**src/rtl/scmte_pkg.sv**
```systemverilog
// Shared types, constants and command codes for the S-curve move time estimator.
`timescale 1ns / 1ps
package scmte_pkg;

  // Bisection length for the reachable peak speed search.
  localparam int SEARCH_STEPS = 20;
  localparam int STEP_W       = $clog2(SEARCH_STEPS + 1);

  // Lowest speed used as a cruise divisor, 0.001 mm/s in Q16.16.
  localparam logic [31:0] MIN_DIV_SPEED = 32'd66;

  // Register reset values (Q24.8).
  localparam logic [31:0] START_ACCEL_RESET = 32'd0;
  localparam logic [31:0] MAX_ACCEL_RESET   = 32'd1024000;
  localparam logic [31:0] JERK_LIMIT_RESET  = 32'd25600000;

  // Serial divider and square root sizes.
  localparam int NUM_W   = 72;
  localparam int DEN_W   = 33;
  localparam int NCNT_W  = $clog2(NUM_W + 1);
  localparam int SQ_W    = 64;
  localparam int ROOT_W  = 32;

  // Dividend lengths of the different divisions.
  localparam logic [NCNT_W-1:0] N_DVJ  = NCNT_W'(72);
  localparam logic [NCNT_W-1:0] N_TC   = NCNT_W'(48);
  localparam logic [NCNT_W-1:0] N_TA_A = NCNT_W'(41);
  localparam logic [NCNT_W-1:0] N_TA_B = NCNT_W'(40);
  localparam logic [NCNT_W-1:0] N_FIN  = NCNT_W'(48);

  typedef enum logic [1:0] {
    CFG_START_ACCEL = 2'd0,
    CFG_MAX_ACCEL   = 2'd1,
    CFG_JERK_LIMIT  = 2'd2
  } cfg_index_t;

  typedef struct packed {
    logic [31:0] feedrate;
    logic [31:0] distance;
  } in_item_t;

  typedef struct packed {
    logic [31:0] move_time;
    logic        saturated;
  } out_item_t;

  typedef enum logic [4:0] {
    ST_IDLE, ST_CHECK, ST_AMSQ, ST_A0SQ, ST_SUBD, ST_DVJ_GO, ST_DVJ_WAIT,
    ST_TC_GO, ST_TC_WAIT, ST_EVAL, ST_JV, ST_SQ_GO, ST_SQ_WAIT, ST_DA_GO,
    ST_DA_WAIT, ST_DB_GO, ST_DB_WAIT, ST_RLO, ST_RHI, ST_RCMP, ST_BRANCH,
    ST_MID, ST_F_GO, ST_F_WAIT, ST_FINISH
  } state_t;

  typedef enum logic [1:0] {
    PH_FIRST, PH_BIS, PH_LAST
  } phase_t;

  typedef enum logic [4:0] {
    OP_NONE, OP_LOAD, OP_MUL_AMSQ, OP_MUL_A0SQ, OP_SUBD, OP_DIV_DVJ,
    OP_DVJ_STORE, OP_DIV_TC, OP_TC_STORE, OP_TA_ZERO, OP_MUL_JV, OP_SQRT_GO,
    OP_DIV_A, OP_TA_FROM_A, OP_DIV_B, OP_TA_FROM_B, OP_MUL_RLO, OP_MUL_RHI,
    OP_RCMP, OP_BIS_INIT, OP_BIS_UPD, OP_V_MID, OP_V_LO, OP_DIV_F_FEED,
    OP_DIV_F_LO, OP_TIME_SUM, OP_OUT_LOAD
  } dp_op_t;

  typedef struct packed {
    logic zero_move;
    logic v_zero;
    logic case_a;
    logic r_le;
    logic div_busy;
    logic sqrt_busy;
  } dp_status_t;

endpackage

```
**src/rtl/scmte_ctrl.sv**
```systemverilog
// Controller: sequences setup, ramp evaluations, bisection and final time.
`timescale 1ns / 1ps
module scmte_ctrl
  import scmte_pkg::*;
(
  input  logic       clk,
  input  logic       rst,
  input  logic       in_valid,
  input  logic       out_stall,
  input  dp_status_t status,
  output logic       in_stall,
  output logic       out_valid,
  output dp_op_t     op
);

  state_t            state, state_next;
  phase_t            phase;
  logic [STEP_W-1:0] count;
  logic              steps_done, out_free;

  assign steps_done = (count == STEP_W'(SEARCH_STEPS));
  assign out_free   = !out_valid || !out_stall;
  assign in_stall   = (state != ST_IDLE);

  always_ff @(posedge clk) begin
    if (rst) begin
      state <= ST_IDLE;
    end else begin
      state <= state_next;
    end
  end

  always_comb begin
    state_next = state;
    case (state)
      ST_IDLE:     if (in_valid) state_next = ST_CHECK;
      ST_CHECK:    state_next = status.zero_move ? ST_FINISH : ST_AMSQ;
      ST_AMSQ:     state_next = ST_A0SQ;
      ST_A0SQ:     state_next = ST_SUBD;
      ST_SUBD:     state_next = ST_DVJ_GO;
      ST_DVJ_GO:   state_next = ST_DVJ_WAIT;
      ST_DVJ_WAIT: if (!status.div_busy) state_next = ST_TC_GO;
      ST_TC_GO:    state_next = ST_TC_WAIT;
      ST_TC_WAIT:  if (!status.div_busy) state_next = ST_EVAL;
      ST_EVAL: begin
        if (status.v_zero) begin
          state_next = ST_RLO;
        end else if (status.case_a) begin
          state_next = ST_JV;
        end else begin
          state_next = ST_DB_GO;
        end
      end
      ST_JV:       state_next = ST_SQ_GO;
      ST_SQ_GO:    state_next = ST_SQ_WAIT;
      ST_SQ_WAIT:  if (!status.sqrt_busy) state_next = ST_DA_GO;
      ST_DA_GO:    state_next = ST_DA_WAIT;
      ST_DA_WAIT:  if (!status.div_busy) state_next = ST_RLO;
      ST_DB_GO:    state_next = ST_DB_WAIT;
      ST_DB_WAIT:  if (!status.div_busy) state_next = ST_RLO;
      ST_RLO:      state_next = ST_RHI;
      ST_RHI:      state_next = ST_RCMP;
      ST_RCMP:     state_next = ST_BRANCH;
      ST_BRANCH: begin
        case (phase)
          PH_FIRST: state_next = status.r_le ? ST_F_GO : ST_EVAL;
          PH_BIS:   state_next = ST_MID;
          default:  state_next = ST_F_GO;
        endcase
      end
      ST_MID:      state_next = ST_EVAL;
      ST_F_GO:     state_next = ST_F_WAIT;
      ST_F_WAIT:   if (!status.div_busy) state_next = ST_FINISH;
      ST_FINISH:   if (out_free) state_next = ST_IDLE;
      default:     state_next = ST_IDLE;
    endcase
  end

  always_comb begin
    op = OP_NONE;
    case (state)
      ST_IDLE:     if (in_valid) op = OP_LOAD;
      ST_AMSQ:     op = OP_MUL_AMSQ;
      ST_A0SQ:     op = OP_MUL_A0SQ;
      ST_SUBD:     op = OP_SUBD;
      ST_DVJ_GO:   op = OP_DIV_DVJ;
      ST_DVJ_WAIT: if (!status.div_busy) op = OP_DVJ_STORE;
      ST_TC_GO:    op = OP_DIV_TC;
      ST_TC_WAIT:  if (!status.div_busy) op = OP_TC_STORE;
      ST_EVAL:     if (status.v_zero) op = OP_TA_ZERO;
      ST_JV:       op = OP_MUL_JV;
      ST_SQ_GO:    op = OP_SQRT_GO;
      ST_DA_GO:    op = OP_DIV_A;
      ST_DA_WAIT:  if (!status.div_busy) op = OP_TA_FROM_A;
      ST_DB_GO:    op = OP_DIV_B;
      ST_DB_WAIT:  if (!status.div_busy) op = OP_TA_FROM_B;
      ST_RLO:      op = OP_MUL_RLO;
      ST_RHI:      op = OP_MUL_RHI;
      ST_RCMP:     op = OP_RCMP;
      ST_BRANCH: begin
        if (phase == PH_FIRST && !status.r_le) begin
          op = OP_BIS_INIT;
        end else if (phase == PH_BIS) begin
          op = OP_BIS_UPD;
        end
      end
      ST_MID:      op = steps_done ? OP_V_LO : OP_V_MID;
      ST_F_GO:     op = (phase == PH_FIRST) ? OP_DIV_F_FEED : OP_DIV_F_LO;
      ST_F_WAIT:   if (!status.div_busy) op = OP_TIME_SUM;
      ST_FINISH:   if (out_free) op = OP_OUT_LOAD;
      default:     op = OP_NONE;
    endcase
  end

  always_ff @(posedge clk) begin
    if (rst) begin
      phase     <= PH_FIRST;
      count     <= '0;
      out_valid <= 1'b0;
    end else begin
      if (state == ST_IDLE && in_valid) begin
        phase <= PH_FIRST;
      end else if (state == ST_BRANCH && phase == PH_FIRST && !status.r_le) begin
        phase <= PH_BIS;
        count <= '0;
      end else if (state == ST_BRANCH && phase == PH_BIS) begin
        count <= count + STEP_W'(1);
      end else if (state == ST_MID && steps_done) begin
        phase <= PH_LAST;
      end
      if (state == ST_FINISH && out_free) begin
        out_valid <= 1'b1;
      end else if (!out_stall) begin
        out_valid <= 1'b0;
      end
    end
  end

endmodule

```
**config.mk**
```make
export PLATFORM = sky130hd
export DESIGN_NAME = scmte_ctrl
export DESIGN_NICKNAME = d
export VERILOG_FILES = /design/src/rtl/scmte_pkg.sv /design/src/rtl/scmte_ctrl.sv
export SDC_FILE = /design/constraint.sdc
export NUM_CORES = 1
export LEC_CHECK = 0
export ABC_AREA = 1
export BUFFER_PORTS_ARGS = -buffer_cell sky130_fd_sc_hd__buf_4
export CAP_MARGIN = 20
export CORE_MARGIN = 2
export CORE_UTILIZATION = 40
export CTS_BUF_LIST = sky130_fd_sc_hd__clkbuf_16
export DETAILED_ROUTE_END_ITERATION = 8
export GPL_TIMING_DRIVEN = 0
export SLEW_MARGIN = 20
export SYNTH_ARGS = -nofsm -noshare
export SYNTH_HDL_FRONTEND = slang
export SYNTH_SLANG_ARGS = --single-unit
export TNS_END_PERCENT = 5
```
**constraint.sdc**
```tcl
create_clock -name clk -period 1.7 [get_ports clk]
set_clock_uncertainty 0.1 [all_clocks]
set_input_delay 0.255 -clock clk [delete_from_list [all_inputs] [get_ports clk]]
set_output_delay 0.255 -clock clk [all_outputs]
set_load 0.02 [all_outputs]
```
### Yosys cells after proc, flatten, opt, wreduce, memory -nomap -nowiden

Index checks and enable logic that the tools add are counted.

| word-level totals | value |
|---|---|
| register bits | 13 |
| input bits | 10 |
| output and inout bits | 7 |
| logic and storage cells | 99 |

| operators by class | value |
|---|---|
| add/sub/neg operators | 1 |
| equal/unequal tests | 35 |
| mux-type cells | 33 |
| bitwise gates (word level) | 2 |
| reduce and logical (&&, ||, !) cells | 23 |

Operators with widths:

| operator | count |
|---|---|
| $pmux 5 s24 | 1 |
| $pmux 5 s23 | 1 |
| $mux 5 | 16 |
| $eq 5x5->1 const B | 10 |
| $eq 5x4->1 const B | 8 |
| $eq 5x3->1 const B | 4 |
| $mux 4 | 5 |
| $ne 2x2->1 const B | 8 |
| $eq 5x2->1 const B | 2 |
| $pmux 5 s2 | 1 |
| $logic_and 1x1->1 | 7 |
| $reduce_and 7->1 | 1 |
| $mux 1 | 6 |
| $mux 3 | 2 |
| $reduce_and 2->1 | 3 |
| $add 5x1->5 const B | 1 |
| $eq 5x1->1 const B | 1 |
| $logic_not 5->1 | 1 |
| $reduce_bool 5->1 | 1 |
| $reduce_bool 2->1 | 2 |
| $reduce_or 2->1 | 2 |
| $logic_not 1->1 | 3 |
| $reduce_or 3->1 | 1 |
| $eq 2x1->1 const B | 1 |
| other kinds (5) | 6 |

### Logic depth before layout (Yosys ltp)

Gate-level depths: netlist of run 1.

| depth | value |
|---|---|
| word-level depth | 5 |
| mapped depth | 11 |

### Worst setup path after synthesis of run 1

Ideal clock, no wire load.

| timing path | value |
|---|---|
| kind | flip-flop to output port |
| from | register state[2] |
| to | output port op[0] |
| arrival time | 1.289 ns |
| path slack | 0.056 ns |
| stages on the path, launching flop included | 9 |
| cell sequence | dfxtp_1 buf_2 nor2_1 buf_2 inv_1 nor2_1 nand2_1 o2111a_1 nand2_1 |

| on the way | value |
|---|---|
| longest elaborated chain between the ends | 2 |
| elaborated cells on any way between the ends | 24 |

RTL lines:

| element | line | text |
|---|---|---|
| start, declared | scmte_ctrl.sv:16 | `state_t state, state_next;` |
| start signal, assigned | scmte_ctrl.sv:29 | `state <= state_next;` |
| $eq 5x5->1, or another cell as far along | scmte_ctrl.sv:81 | `case (state)` |
| $pmux 5 s23 (*) | scmte_ctrl.sv:81 |  |
| end, declared | scmte_ctrl.sv:13 | `output dp_op_t op` |

Mark *: on every way between the ends. The rest lies on a longest branch, timed or not.

### Worst setup path in the final report of run 1

| timing path | value |
|---|---|
| from | register count[0] |
| to | output port op[0] |

| on the way | value |
|---|---|
| longest elaborated chain between the ends | 3 |

RTL lines:

| element | line | text |
|---|---|---|
| start, declared | scmte_ctrl.sv:18 | `logic [STEP_W-1:0] count;` |
| start signal, assigned | scmte_ctrl.sv:127 | `count <= count + STEP_W'(1);` |
| $eq 5x5->1 | scmte_ctrl.sv:21 | `assign steps_done = (count == STEP_W'(SEARCH_STEPS));` |
| $mux 2 | scmte_ctrl.sv:107 | `ST_MID: op = steps_done ? OP_V_LO : OP_V_MID;` |
| $pmux 5 s23 | scmte_ctrl.sv:81 |  |

Every way passes these cells.

==> key figures, run 1 <==
Detailed routing
  • Post-route DRC: 0
  • Wire per inst: 16.31 µm
  • Antenna Nets Post-Route: 0
  • Vias per inst: 5.557
  • Via count: 1856
  • Post-Route WL: 5446 µm
  • Pre-antenna DRT Iters: 5
  • Starting DRT DRC Count: 232

Floorplan
  • Die width: 61.42 µm
  • Initial core utilization: 0.4250
  • FP Rows: 20
  • Die area: 3772 µm²
  • Core Area: 3103 µm²
  • Die Y: 61.42 µm
  • I/O pins: 17

Worst setup path
  • Worst r2r src: count[0]
  • Reg2reg setup slack: -0.19 ns
  • CP endpoint kind: output port
  • CP Launch Point: count[0]
  • Reg2Reg Depth: 12
  • WS Path Type: reg -> out
  • Crit path max fanout: 2
  • R2r endpoint: phase[0]
  • Critical path arrival: 1.62 ns
  • CP Launch Type: register
  • Critical Path End: op[0]
  • Worst EP required: 1.34 ns

Synthesis
  • Yosys warns: 0
  • Post-synth EDFFs: 0
  • Mapped cell area: 1319 µm²
  • Synth top area cells: dfxtp_1 20%, nand2_1 18%, inv_1 10%
  • Synthesis-stage register bit count: 13
  • Number of distinct library cells after synthesis: 29
  • Asr flop ratio synth: 0
  • Syn_nets: 249
  • Primary FF master, synth: dfxtp_1
  • Largest area contributor in the netlist: dfxtp_1
  • Share of the synthesized area in the top cell type: 0.1973
  • Mapped Cells: 237
  • Syn_area_per_cell: 5.564 µm²
  • Post-synthesis sequential area ratio: 0.1973

Clock tree
  • Worst skew pair latency: 0.25 ns
  • Hold buffer count at CTS: 0
  • Max Root-Sink Buffers: 2
  • Clock Sinks: 13
  • H-tree levels: 1
  • CTS tree: built
  • CTS root buffer: clkbuf_16
  • Clock-pin slew on the worst setup and hold paths: 0.06 ns
  • CTS Buf Count: 3

Power
  • VDD IR max: 0.7854 mV
  • Power Density: 1308 nW/µm²
  • Lkg Pwr: 0.001065 µW

Timing
  • Hold Violations, Final: 0
  • Endpoints failing setup: 9
  • Max-slew headroom: 0.8011
  • Final Worst Setup Slack: -0.2719 ns
  • Tcrit/Tclk final: 1.160
  • Period minus WS final: 1.972 ns
  • Fmax: 507.1 MHz
  • Max-slew violations: 0
  • Actual slew at the worst max-slew pin: 0.2976 ns
  • RSZ-0062 raised after global routing: yes

Run status
  • Failing checks: negative setup slack
  • Status: complete, but fails checks

Final layout
  • Share of post-route cells with drive strength above 1: 0.4414
  • Area Overhead vs Synth: 64.23%
  • Diodes inserted: 0
  • Post-layout instance area: 2166 µm²
  • Filler cell count: 257
  • Commonest non-fill, non-tap cell in the layout: nand2_1
  • Commonest cells after routing, fill and taps aside: 51 x nand2_1, 42 x buf_4, 28 x inv_1
  • Final core utilization: 0.6980
  • Fin nets: 303

GRT
  • Grt ovf: 0
  • Number of global-route vias before repair: 1680
  • Global-route wire length before repair: 7962 µm
  • Initial antenna violation count: 0
  • Pin count of the biggest net entering global routing: 11
  • Total Routing Usage GR: 0.2925

Placement
  • # port buffers: 16
  • RePlAce Congestion: 0.9527
  • Cell Area, Placed: 1494 µm²
  • Post-detail-place hpwl: 3082 µm

Hold path
  • Min-Delay Startpoint: rst
  • Hold WC Path Type: in -> reg

Run
  • MaxCap Viol Count: 0
sequential cells by signal, indices dropped and copies added, names as in the netlist:
register	flops
count	5
out_valid	1
phase	2
state	5
per-layer routing:
metal	routed length (µm)	global-route usage	vias to the layer above
li1	-	-	867
met1	2206	0.3896	844
met2	2540	0.4422	115
met3	463	0.03992	30
met4	235	0.1884	0
met5	0	0	-
critical path, stage by stage, from the launching register on:
cell and delay, ns:
dfxtp_2 0.33, inv_2 0.05, ha_2 0.16, nand4_1 0.23, inv_1 0.17, o2111a_1 0.23
nand2_1 0.07, buf_6 0.13
cell type report:
class	count	area, µm²	area share
Multi-Input combinational cell	180	1125	0.5194
Timing Repair Buffer	49	397.9	0.1837
Sequential cell	13	279.0	0.1288
Inverter	40	177.7	0.08203
Clock buffer	3	75.07	0.03466
Tap cell	44	55.05	0.02542
Buffer	4	52.55	0.02426
Clock inverter	1	3.754	0.001733
synth_stat cells (3+ instances only):
master,count
nand2_1,62
inv_1,35
nor2_1,31
nand3_1,20
a21oi_1,17
dfxtp_1,13
o21ai_0,9
nand2_2,8
nand4_1,8
nor2_2,7
inv_2,4
nor3_1,3
power by group:
| group | switching, µW | internal (µW) | total, µW |
|---|---|---|---|
| clock | 156 | 312 | 468 |
| combinational | 1120 | 768 | 1890 |
| sequential | 111 | 365 | 477 |
| total | 1390 | 1450 | 2830 |
repair_timing:
action / 4_1_cts / 5_1_grt
buffers inserted: 32 / 1
pin swaps: 18 / 18
setup endpoints to repair: 9 / 14
resized for setup: 67 / 38
endpoints found under the hold margin: 0 / 0
how the worst min path moves through the flow:
| stage | endpoint | cells past startpoint |
|---|---|---|
| 4_1_cts | state[1] | 2 |
| 3_5_place_dp | out_valid | 2 |
| 6_report | state[4] | 2 |
| 5_1_grt | state[1] | 2 |
| 2_1_floorplan | out_valid | 1 |
| 3_3_place_gp | state[0] | 2 |
cells by family after synthesis:
kind of cell             share of synthesized area
flip-flops                                  0.1973
buffers and inverters                       0.1357
AND/OR/NAND/NOR                             0.5133
adder cells (fa/ha/maj)                    0.01897
AO/OA/AOI/OAI                               0.1347
through the flow:
step                      instances  power, µW  hold slack [ns]  worst slack, ns  TNS, ns
after global placement          297       1610           0.3834          -0.1874  -0.6739
after detailed placement        297       1603           0.3782          -0.1848  -0.6460
after floorplan                 237       1255           0.2241          0.05575        0
final                           334       2834           0.1117          -0.2719   -1.747
after global routing            334       2966           0.1281          -0.2995   -2.255
after CTS                       333       2563           0.1157          -0.1562  -0.9174
Power figures use the tool's default switching activity.
==> inputs of run 2 (changes only) <==
- BUFFER_PORTS_ARGS: -buffer_cell sky130_fd_sc_hd__buf_4 -> unset
- DONT_BUFFER_PORTS: unset -> 1
- SKIP_CTS_REPAIR_TIMING: unset -> 1
==> run 2 against run 1 <==
Effect of this change: the flow still finishes with violations (negative setup slack); wire length down 14%; global-route usage down 6.6 points; clock power down 3%; via count down 8.4%; flip-flop and latch count unchanged; non-clock buffer count down 26; count of clock-buffer cells in the layout unchanged; first-iteration DRC count down 35%; sequential power about the same; hold slack worse by 0.021 ns; critical endpoint unchanged; highest routed layer unchanged.
==> key figures, run 2 (same netlist as run 1, synthesis figures left out) <==
Floorplan
  • Core Area: 3103 µm² (unchanged)
  • Die Y: 61.42 µm (unchanged)
  • Die width: 61.42 µm (unchanged)
  • Die area: 3772 µm² (unchanged)
  • Initial core utilization: 0.4250 (unchanged)
  • I/O pins: 17 (unchanged)
  • FP Rows: 20 (unchanged)

Timing
  • Fmax: 525.9 MHz (was 507.1 MHz)
  • Tcrit/Tclk final: 1.118 (was 1.160)
  • Endpoints failing setup: 6 (was 9)
  • Period minus WS final: 1.901 ns (was 1.972 ns)
  • Max-slew headroom: 0.7999 (was 0.8011)
  • Actual slew at the worst max-slew pin: 0.2992 ns (was 0.2976 ns)
  • Final Worst Setup Slack: -0.2013 ns (was -0.2719 ns)
  • Max-slew violations: 0 (unchanged)
  • RSZ-0062 raised after global routing: yes (unchanged)
  • Hold Violations, Final: 0 (unchanged)

GRT
  • Most Used Layer, Global Route: met2 (unchanged)
  • Met2 Track Usage GR: 0.3389 (was 0.4422)
  • Total Routing Usage GR: 0.2263 (was 0.2925)
  • Grt ovf: 0 (unchanged)
  • Met3 Use GR: 0.05042 (was 0.03992)
  • M1 GR Usage: 0.3100 (was 0.3896)
  • Global-route wire length before repair: 6306 µm (was 7962 µm)
  • Pin count of the biggest net entering global routing: 11 (unchanged)
  • Initial antenna violation count: 0 (unchanged)
  • Number of global-route vias before repair: 1421 (was 1680)

Final layout
  • Finished Layout Cells: 308 (was 334)
  • Fin nets: 277 (was 303)
  • Commonest cells after routing, fill and taps aside: 56 x nand2_1, 29 x inv_1, 23 x nor2_1 (was 51 x nand2_1, 42 x buf_4, 28 x inv_1)
  • Share of post-route cells with drive strength above 1: 0.3636 (was 0.4414)
  • Area Overhead vs Synth: 44.12% (was 64.23%)
  • Commonest non-fill, non-tap cell in the layout: nand2_1 (unchanged)
  • Diodes inserted: 0 (unchanged)
  • Biggest regs: count: 5 flops, state: 5 flops, phase: 2 flops (unchanged)
  • Final core utilization: 0.6125 (was 0.6980)

Worst setup path
  • Crit-path cells: inv_4, nand2_4, nor2_2, nand2_2, a21oi_4, nor3_2, nand2_2 (was inv_2, ha_2, nand4_1, inv_1, o2111a_1, nand2_1, buf_6)
  • WP buf/inv: 1 (was 3)
  • WS Path Type: reg -> out (unchanged)
  • CP max stage delay: 0.38 ns (was 0.33 ns)
  • Slowest CP cell: dfxtp_4 (was dfxtp_2)
  • Worst EP required: 1.34 ns (about the same)
  • Crit path max fanout: 6 (was 2)
  • Most common cell on crit path: nand2_2
  • Critical path arrival: 1.55 ns (was 1.62 ns)
  • Critical path's top delay family: simple AND/OR/NAND/NOR gates (was buffers and inverters)
  • CP Launch Type: register (unchanged)
  • CP endpoint kind: output port (unchanged)

Power
  • VDD IR max: 0.6176 mV (was 0.7854 mV)
  • Total Power: 2491 µW (was 2834 µW)
  • Power Density: 1311 nW/µm² (was 1308 nW/µm²)
  • Lkg Pwr: 0.0009045 µW (was 0.001065 µW)

Run
  • MaxCap Viol Count: 0 (unchanged)

Detailed routing
  • Antenna Nets Post-Route: 0 (unchanged)
  • Via count: 1701 (was 1856)
  • Post-route DRC: 0 (unchanged)
  • Vias per inst: 5.523 (was 5.557)
  • Starting DRT DRC Count: 151 (was 232)
  • Wire per inst: 15.29 µm (was 16.31 µm)
  • Post-Route WL: 4710 µm (was 5446 µm)
  • Pre-antenna DRT Iters: 5 (unchanged)

Placement
  • # port buffers: 0 (was 16)
  • Placed Cells: 281 (was 297)
  • Post-detail-place hpwl: 2878 µm (was 3082 µm)
  • RePlAce Congestion: 0.9193 (was 0.9527)

Run status
  • Status: complete, but fails checks (unchanged)
  • Failing checks: negative setup slack (unchanged)

Clock tree
  • Clock-pin slew on the worst setup and hold paths: 0.05 ns (was 0.06 ns)
  • CTS root buffer: clkbuf_16 (unchanged)
  • CTS tree: built (unchanged)
  • Worst skew pair latency: 0.25 ns (about the same)
  • Max Root-Sink Buffers: 2 (unchanged)
  • H-tree levels: 1 (unchanged)
  • CTS Buf Count: 3 (unchanged)
  • Clock Sinks: 13 (unchanged)

Hold path
  • Hold WC Path Type: in -> reg (unchanged)
## run 2: cell count changes in the layout (fill, tap and decap cells not counted), moves of 3 or more
cell	before	now
buf_4	42	20
buf_6	8	3
nand2_1	51	56
nand2_4	5	1
nor3_2	1	4
## run 2: path summary, 6_finish.rpt
check | slack [ns] | from | endpoint | cells past startpoint
setup / recovery | -0.20 | state[0] | op[0] | 7
hold / removal | 0.09 | out_stall | out_valid | 2
setup reg to reg | -0.04 | state[1] | count[3] | 8
hold reg to reg | 0.39 | count[1] | count[1] | 2
## run 2: layout make-up
class / instances / area (µm²)
buffer: 4 / 52.55
clock buffer: 3 / 75.07
clock inverter: 1 / 5.005
fill: 286 / 1202
inverter: 40 / 170.2
multi-input combinational: 180 / 1086
sequential: 13 / 280.3
tap: 44 / 55.05
timing repair buffer: 23 / 176.4
## run 2: where the power goes
group	internal (µW)	leakage, µW	switching (µW)	total, µW
sequential	366	0.000110	108	474
combinational	584	0.000753	977	1560
clock	314	0.0000409	142	456
## run 2: metal layers
layer	routed length (µm)	part of all wire
met3	394	0.084
met4	248	0.053
met5	0	0
met2	2149	0.46
met1	1917	0.41
## run 2: through the flow
stage                     TNS, ns  hold slack (ns)  setup slack, ns  instance area [µm²]
after CTS                  -1.860         -0.02797          -0.4146                 1454
after floorplan                 0           0.2241          0.05575                 1319
after detailed placement  -0.4366           0.2285          -0.1445                 1374
final                     -0.9356          0.09064          -0.2013                 1901
after global placement    -0.4956           0.2263          -0.1719                 1374
after global routing       -1.634           0.1263          -0.2556                 1901
## run 2: worst register-to-register path: stages (launching register included)
cell      delay, ns
dfxtp_4        0.37
nor2_4         0.19
nand2_2        0.10
nor2_2         0.22
nand2_2        0.19
clkinv_1       0.13
nand4_1        0.11
o21ai_0        0.17
a21oi_1        0.06
